File: src/rtl/gpe_pkg.sv
// Shared constants, register codes and pipeline word types for the gas property evaluator.
package gpe_pkg;

  // Pipeline depths of the iterative units (one quotient or root bit per stage)
  localparam int unsigned QDIV_STEPS  = 64;
  localparam int unsigned SQRT_STEPS  = 32;
  localparam int unsigned MUDIV_STEPS = 64;
  localparam int unsigned TDIV_STEPS  = 40;
  localparam int unsigned RHO_STEPS   = 32;
  localparam int unsigned K_STEPS     = 32;
  localparam int unsigned TEMP_W      = 32;

  // Register indexes
  typedef logic [2:0] reg_idx_t;
  localparam reg_idx_t REG_PRESSURE  = 3'd0;
  localparam reg_idx_t REG_GAS_CONST = 3'd1;
  localparam reg_idx_t REG_REF_VISC  = 3'd2;
  localparam reg_idx_t REG_REF_TEMP  = 3'd3;
  localparam reg_idx_t REG_SUTH      = 3'd4;
  localparam reg_idx_t REG_PRANDTL   = 3'd5;

  // Reset values
  localparam logic [23:0] RST_PRESSURE  = 24'd101325;
  localparam logic [31:0] RST_GAS_CONST = 32'd18815484;
  localparam logic [31:0] RST_REF_VISC  = 32'd18471936;
  localparam logic [31:0] RST_REF_TEMP  = 32'd286261248;
  localparam logic [31:0] RST_SUTH      = 32'd115867648;
  localparam logic [15:0] RST_PRANDTL   = 16'd2908;

  // Cell kinds
  typedef logic [1:0] kind_t;
  localparam kind_t KIND_FLUID     = 2'd0;
  localparam kind_t KIND_INTERFACE = 2'd1;
  localparam kind_t KIND_SOLID     = 2'd2;

  typedef struct packed {
    logic [23:0] pressure;
    logic [31:0] gas_const;
    logic [31:0] ref_visc;
    logic [31:0] ref_temp;
    logic [31:0] suth;
    logic [15:0] prandtl;
  } cfg_t;

  // Sideband travelling with each word
  typedef struct packed {
    logic        upd;
    logic        err;
    logic [31:0] temp;
    logic [23:0] cp;
  } side_t;

endpackage

File: src/rtl/gpe_cfg_regs.sv
// APB configuration registers of the gas property evaluator.
module gpe_cfg_regs import gpe_pkg::*; (
  input  logic        clk_i,
  input  logic        rst_ni,
  input  logic        psel,
  input  logic        penable,
  input  logic        pwrite,
  input  logic [4:0]  paddr,
  input  logic [31:0] pwdata,
  output logic [31:0] prdata,
  output logic        pready,
  output cfg_t        cfg_o
);

  cfg_t     cfg_q;
  reg_idx_t idx;
  logic     wr_en;

  assign idx    = paddr[4:2];
  assign pready = 1'b1;
  assign wr_en  = psel && penable && pwrite;
  assign cfg_o  = cfg_q;

  always_ff @(posedge clk_i or negedge rst_ni) begin
    if (!rst_ni) begin
      cfg_q.pressure  <= RST_PRESSURE;
      cfg_q.gas_const <= RST_GAS_CONST;
      cfg_q.ref_visc  <= RST_REF_VISC;
      cfg_q.ref_temp  <= RST_REF_TEMP;
      cfg_q.suth      <= RST_SUTH;
      cfg_q.prandtl   <= RST_PRANDTL;
    end else if (wr_en) begin
      case (idx)
        REG_PRESSURE:  cfg_q.pressure  <= pwdata[23:0];
        REG_GAS_CONST: cfg_q.gas_const <= pwdata;
        REG_REF_VISC:  cfg_q.ref_visc  <= pwdata;
        REG_REF_TEMP:  cfg_q.ref_temp  <= pwdata;
        REG_SUTH:      cfg_q.suth      <= pwdata;
        REG_PRANDTL:   cfg_q.prandtl   <= pwdata[15:0];
        default: ;
      endcase
    end
  end

  always_comb begin
    case (idx)
      REG_PRESSURE:  prdata = {8'd0, cfg_q.pressure};
      REG_GAS_CONST: prdata = cfg_q.gas_const;
      REG_REF_VISC:  prdata = cfg_q.ref_visc;
      REG_REF_TEMP:  prdata = cfg_q.ref_temp;
      REG_SUTH:      prdata = cfg_q.suth;
      REG_PRANDTL:   prdata = {16'd0, cfg_q.prandtl};
      default:       prdata = 32'd0;
    endcase
  end

endmodule

File: config.mk
export PLATFORM = sky130hd
export DESIGN_NAME = gpe_cfg_regs
export DESIGN_NICKNAME = d
export VERILOG_FILES = /design/src/rtl/gpe_pkg.sv /design/src/rtl/gpe_cfg_regs.sv
export SDC_FILE = /design/constraint.sdc
export NUM_CORES = 1
export LEC_CHECK = 0
export BUFFER_PORTS_ARGS = -buffer_cell sky130_fd_sc_hd__buf_2
export CORE_UTILIZATION = 52
export CTS_CLUSTER_DIAMETER = 60
export DETAILED_ROUTE_END_ITERATION = 10
export MAX_ROUTING_LAYER = met4
export PLACE_DENSITY = 0.8
export SLEW_MARGIN = 40
export SYNTH_ARGS = -nofsm -noshare
export SYNTH_HDL_FRONTEND = slang
export SYNTH_SLANG_ARGS = --single-unit
File: constraint.sdc
create_clock -name clk_i -period 1.3 [get_ports clk_i]
set_clock_uncertainty 0.1 [all_clocks]
set_input_delay 0.065 -clock clk_i [delete_from_list [all_inputs] [get_ports clk_i]]
set_output_delay 0.065 -clock clk_i [all_outputs]
set_load 0.01 [all_outputs]
**Word level (Yosys, flattened, before mapping)**

Cells that the tools add are included.

- Output and inout port bits: 201
- Logic and storage cells: 21
- Flip-flop bits (word level): 168
- Bits of input ports: 42

- Reductions and logical operators: 9
- Muxes and demuxes: 1
- Equal/unequal tests: 5

Operator list:

| cell | count |
|---|---|
| one-hot mux 32 bit (6 select lines) | 1 |
| AND reduction 2 bit | 6 |
| equality test 3 x 2 -> 1 bit (second input constant) | 2 |
| equality test 3 bit (second input constant) | 2 |
| equality test 3 x 1 -> 1 bit (second input constant) | 1 |
| logical NOT 3 bit | 1 |
| logical AND 1 bit | 2 |

**Depth between registers and ports, before layout**

Gate-level depths: netlist of run 1.

- Word-level depth: 3
- Mapped depth: 6
- Mapped depth without buffers: 3

**Worst setup path after synthesis of run 1**

Ideal clock, no wire load.

- Kind: input-to-reg
- Start: input port paddr[3]
- End: register cfg_q, in the netlist cfg_o[113]
- Arrival: 1,150 ps
- Setup time: 125 ps
- Stages on the path: 6
- Data required time: 1,075 ps
- Slack: -75 ps
- Path buffers: 3
- Path through: buf_6 -> or2_1 -> buf_6 -> nor2_8 -> buf_12 -> mux2_4

- Cells in the longest elaborated chain, start to end: 2

Ends and longest elaborated chain:

| element | RTL line | text |
|---|---|---|
| from (decl) | gpe_cfg_regs.sv:8 | `input logic [4:0] paddr,` |
| equality test 3 x 1 -> 1 bit | gpe_cfg_regs.sv:33 | `case (idx)` |
| AND reduction 2 bit (no source line) | -- |  |
| to (decl) | gpe_cfg_regs.sv:15 | `cfg_t cfg_q;` |

Every way passes these cells.
A chain may end at the register's enable or synchronous reset.

**Final worst setup path of run 1**

- Start: register cfg_q, in the netlist cfg_o[86]
- End: output port prdata[6]

- Cells in the longest elaborated chain, start to end: 1

Ends and longest elaborated chain:

| element | RTL line | text |
|---|---|---|
| one-hot mux 32 bit (6 select lines) | gpe_cfg_regs.sv:46 | `case (idx)` |
| to (decl) | gpe_cfg_regs.sv:10 | `output logic [31:0] prdata,` |

Every way passes these cells.

==> results of run 1 <==
## placed cells by master (no fill, tap or decap), types with 5 or more instances in the layout
cell and instances:
mux2_2 98, clkbuf_16 17, a22oi_2 15, o22ai_1 5, buf_12 15, dlygate4sd3_1 33, o22a_1 7, buf_2 202
mux2_1 36, mux2i_1 39, dfrtp_1 118, nor2_1 7, buf_4 81, buf_6 56, o21a_1 6, mux2_4 56
o2bb2ai_1 13, dfstp_2 50, o21ai_1 16
## cell families after synthesis
| group | after synthesis | share of synthesized area |
|---|---|---|
| buffers and inverters | 40 | 0.0430 |
| and+or+nand+nor | 33 | 0.0340 |
| DFF | 168 | 0.528 |
| muxes | 229 | 0.327 |
| AOI/OAI and AO/OA | 77 | 0.0681 |
| other | 1 | 0.000464 |
## routing by layer
metal | part of all wire | vias up | wire length [µm]
li1 | - | 2767 | -
met1 | 0.39 | 3272 | 9890
met2 | 0.52 | 303 | 13300
met3 | 0.059 | 55 | 1490
met4 | 0.026 | 0 | 652
met5 | 0 | - | 0
## layout make-up
| cell class | count | share of cell area |
|---|---|---|
| timing repair buffer | 387 | 0.246 |
| inverter | 1 | 0.000320 |
| tap | 188 | 0.0201 |
| clock inverter | 11 | 0.0145 |
| multi-input combinational | 340 | 0.316 |
| sequential | 168 | 0.364 |
| clock buffer | 21 | 0.0401 |
## repair_timing
action                                  CTS  global route
gates resized for setup                  55            64
buffers inserted                         46            13
hold buffers                             33             0
hold endpoints to repair                295             0
pin swaps                                28             6
cloned                                    0             0
endpoints found under the setup margin   37            71
## cell usage after synthesis, drive strengths merged
| library cell | number | share of area |
|---|---|---|
| o2bb2ai | 13 | 0.014 |
| nand2b | 2 | 0.0015 |
| mux2i | 39 | 0.048 |
| nor3b | 5 | 0.0046 |
| conb | 1 | 0.00046 |
| a211o | 1 | 0.0011 |
| inv | 1 | 0.00046 |
| nand4b | 1 | 0.0029 |
| a21oi | 5 | 0.0031 |
| buf | 33 | 0.040 |
| dfstp | 50 | 0.16 |
| o21ai | 16 | 0.0099 |
| dfrtp | 118 | 0.37 |
| nand2 | 2 | 0.00093 |
| clkbuf | 6 | 0.0028 |
| a22o | 1 | 0.0011 |
| nor2 | 13 | 0.015 |
| o22ai | 8 | 0.0062 |
| nand3 | 3 | 0.0019 |
| o21a | 6 | 0.0056 |
| mux2 | 190 | 0.28 |
| a221o | 3 | 0.0037 |
| a22oi | 17 | 0.016 |
| nand4 | 1 | 0.0026 |
| nor2b | 5 | 0.0039 |
| or2 | 1 | 0.00077 |
| o22a | 7 | 0.0076 |
## report_power, final
part	total, µW	internal [µW]	switching [µW]
registers	7360	6490	869
clock network	5460	3370	2090
logic	5580	3120	2460
## metrics by stage
step / hold slack [ps] / power [µW]
6_report: 20.4 / 18400
3_5_place_dp: -88.0 / 11700
4_1_cts: 29.2 / 17800
3_3_place_gp: -94.4 / 11500
2_1_floorplan: -331 / 9550
5_1_grt: 48.8 / 19100
## final timing paths
check	to	start	slack (ps)	cells past startpoint
hold / removal	cfg_o[74]$_DFFE_PN0P_	rst_ni	20	2
hold reg to reg	cfg_o[49]$_DFFE_PN0P_	cfg_o[49]$_DFFE_PN0P_	420	1
min in group clk_i	cfg_o[112]$_DFFE_PN0P_	paddr[2]	190	4
setup / recovery	prdata[6]	cfg_o[86]$_DFFE_PN0P_	-500	4
max in group asynchronous	cfg_o[91]$_DFFE_PN1P_	rst_ni	460	3
setup reg to reg	cfg_o[53]$_DFFE_PN0P_	cfg_o[53]$_DFFE_PN0P_	150	3
==> out/qor.txt, run 1 <==
H-tree depth: 4
Slew Limit Fails: 0
Crit end category: output pin
Crit path buffers/inverters: 1
Lkg Pwr: 0.00579 µW
Initial antenna violation count: 0
Post-route cell area: 0.0117 mm²
Vias in the first global route: 6879
Fin worst setup slack: -503 ps
Max cap viols: 0
Post-synthesis register bit count: 168
Worst Path Max Fanout: 2
First-pass GRT wire length: 37800 µm
Placed cells: 995
Num rows: 45
Worst-path clk slew: 60 ps
Drt drc: 0
CTS tree: yes
Worst-Skew Late Latency: 430 ps
Net Count, Synth: 590
GRT busiest layer: met2
Pwr Density: 1570 mW/mm²
Synth warn: 0
Root buffer selected by CTS: clkbuf_16
Register area share after synthesis: 0.528
Final wirelength: 25300 µm
Post-detail-place hpwl: 16000 µm
Core area: 0.0152 mm²
Synth-to-layout area growth: 45.0%
TritonRoute pass-1 iters: 4
Routed len/inst: 22.7 µm
Worst Path Required: 1130 ps
Share of cells above drive strength 1: 0.672
Worst Hold Class: primary input to asynchronous set/reset pin
Post-route insts no fill: 1116
Synth cell types: 35
GR Util met1: 0.374
Post-DP Area: 0.00987 mm²
Final Hold Fails: 0
GRT met2 Usage: 0.549
Unrepaired setup endpoints after global routing: true
Die X: 127 µm
ANT nets after route: 0
Mapped Area: 0.00809 mm²
Starting Density: 0.532
Multi-input combinational cell area: 0.00370 mm²
DRT iter0 DRCs: 259
Startpoint Class: flop
Crit path kind: flop to output pin
Outcome: finished with violations
Violated checks: negative setup slack
DR vias: 6397
CTS Buf Count: 17
Crit-path max cell delay: 380 ps
Final cycle utilization of the critical path: 1.39
Syn Inst Count: 548
Average vias per placed instance: 5.73
F_max: 555 MHz
Setup Viol. Count Final: 63
Fillcell total: 874
Max clock buf depth: 2
Die area: 0.0161 mm²
Largest net degree at the start of global routing: 43
CTS Sinks: 168
Port Buffer Count: 239
Total track usage: 0.321
Grt total ovfl: 0
Fin nets: 957
VDD IR max: 0.000966 V
Final min period: 1800 ps
Die Y: 127 µm
Slowest stage cell on the critical path: dfrtp_1
GR Layer Usage met3: 0.0628
Diode count: 0
Pre-CTS WS: -304 ps
Mean post-synth cell area: 14.8 µm²
CP cell instances: mux2_4, a22o_1, a211o_1, buf_2
FF/Latch Area: 0.00427 mm²
Max FFs per register: 168
Final Wtd Congestion: 0.841
Delay-heaviest family, CP: compound AO/OA/AOI/OAI gates
Layout Utilization: 0.771
Critical Path AT: 1640 ps
I/O pins: 243
Setup TNS Final: -11910 ps
No activity file was read; power rests on OpenSTA's default activity.
==> inputs of run 2 (changes only) <==
Settings changed: CORE_UTILIZATION 52 to 35, PLACE_DENSITY 0.8 to 0.57, SETUP_SLACK_MARGIN set to 0.5.
==> out/qor.txt, run 2 (synthesized netlist as in run 1, its figures left out) <==
Setup TNS Final: -12650 ps
Slew Limit Fails: 0
Placed cells: 1092
CP cell instances: mux2_4, a22o_1, a211o_1, buf_2
Max FFs per register: 168
Starting Density: 0.357
I/O pins: 243
DRT iter0 DRCs: 286
Final wirelength: 27900 µm
F_max: 545 MHz
Worst Hold Class: primary input to asynchronous set/reset pin
Fin nets: 1038
Pwr Density: 1450 mW/mm²
Grt total ovfl: 0
Critical Path AT: 1670 ps
Post-detail-place hpwl: 16800 µm
Fillcell total: 1693
Final Wtd Congestion: 0.831
Final min period: 1840 ps
Worst-Skew Late Latency: 420 ps
Outcome: finished with violations
Crit path kind: flop to output pin
Share of cells above drive strength 1: 0.755
Post-route insts no fill: 1295
Die Y: 154 µm
Num rows: 55
Unrepaired setup endpoints after global routing: true
Multi-input combinational cell area: 0.00421 mm²
Max clock buf depth: 2
Final cycle utilization of the critical path: 1.41
Routed len/inst: 21.6 µm
TritonRoute pass-1 iters: 4
Violated checks: negative hold slack, negative setup slack
First-pass GRT wire length: 40300 µm
CTS tree: yes
Crit-path max cell delay: 390 ps
Max cap viols: 0
Final Hold Fails: 100
Most frequent cells in the layout: buf_6, mux2_4, buf_2
Worst Hold Slack: -436 ps
Die area: 0.0237 mm²
Die X: 154 µm
ANT nets after route: 0
Commonest non-fill, non-tap cell in the layout: buf_6
Vias in the first global route: 6770
Synth-to-layout area growth: 74.1%
Crit end category: output pin
Worst Path Max Fanout: 2
VDD IR max: 0.000761 V
Core area: 0.0226 mm²
Root buffer selected by CTS: clkbuf_16
Worst Path Required: 1130 ps
Slowest stage cell on the critical path: dfstp_2
Total power: 20500 µW
Drt drc: 0
Initial antenna violation count: 1
Startpoint Class: flop
H-tree depth: 4
Total track usage: 0.231
DR vias: 6564
Worst-path clk slew: 70 ps
Lkg Pwr: 0.00678 µW
Fin worst setup slack: -536 ps
CTS Buf Count: 17
Average vias per placed instance: 5.07
Setup Viol. Count Final: 83
Largest net degree at the start of global routing: 67
CTS Sinks: 168
FF/Latch Area: 0.00427 mm²
Port Buffer Count: 239
-- run 2: final cells by class --
cell class / count / area share
inverters: 1 / 0.000267
clock buffers: 18 / 0.0305
diodes: 1 / 0.000178
repair buffers: 468 / 0.328
flip-flops and latches: 168 / 0.303
multi-input cells: 340 / 0.299
clock inverters: 14 / 0.0132
well taps: 285 / 0.0253
-- run 2: metrics by stage --
stage	util	worst slack [ps]	cell area, µm²
after floorplan	-	-49.5	8530
after global placement	0.457	-197	10300
after detailed placement	0.457	-236	10300
after CTS	0.564	-544	12800
after global routing	0.622	-576	14100
final	0.622	-536	14100
-- run 2: where the power goes --
group | total, µW | leakage, µW | internal [µW] | switching [µW]
clock network | 5380 | 0.000296 | 3090 | 2300
logic | 7590 | 0.00445 | 4880 | 2710
registers | 7480 | 0.00203 | 6490 | 990
-- run 2: routing by layer --
| layer | part of all wire | track usage |
|---|---|---|
| met5 | 0 | - |
| met4 | 0.012 | 0.0476 |
| met3 | 0.043 | 0.0496 |
| met2 | 0.49 | 0.374 |
| met1 | 0.45 | 0.298 |
-- run 2: worst paths after layout --
kind,start,endpoint,slack [ps],depth (start not counted)
worst min-delay path,rst_ni,cfg_o[61]$_DFFE_PN0P_,-440,2
worst max-delay path,cfg_o[150]$_DFFE_PN1P_,prdata[6],-540,4
min in group clk_i,pwdata[27],cfg_o[75]$_DFFE_PN0P_,-150,2
max in group asynchronous,rst_ni,cfg_o[96]$_DFFE_PN1P_,720,3
worst max register to register,cfg_o[86]$_DFFE_PN0P_,cfg_o[86]$_DFFE_PN0P_,70,4
worst min register to register,cfg_o[29]$_DFFE_PN0P_,cfg_o[29]$_DFFE_PN0P_,440,1
-- run 2: worst max-delay path, delay by kind of cell, from the launching register on --
kind,cells,cell delay [ps]
compound gates,2,450
buf+inv,1,140
flops,1,390
mux,1,270
-- run 2: timing repair --
item | 4_1_cts | 5_1_grt
gates cloned | 6 | 3
endpoints found under the hold margin | 308 | 112
gates resized for setup | 222 | 153
setup buffers | 67 | 73
endpoints found under the setup margin | 368 | 368
hold buffers | 15 | 6
pin swaps | 24 | 19
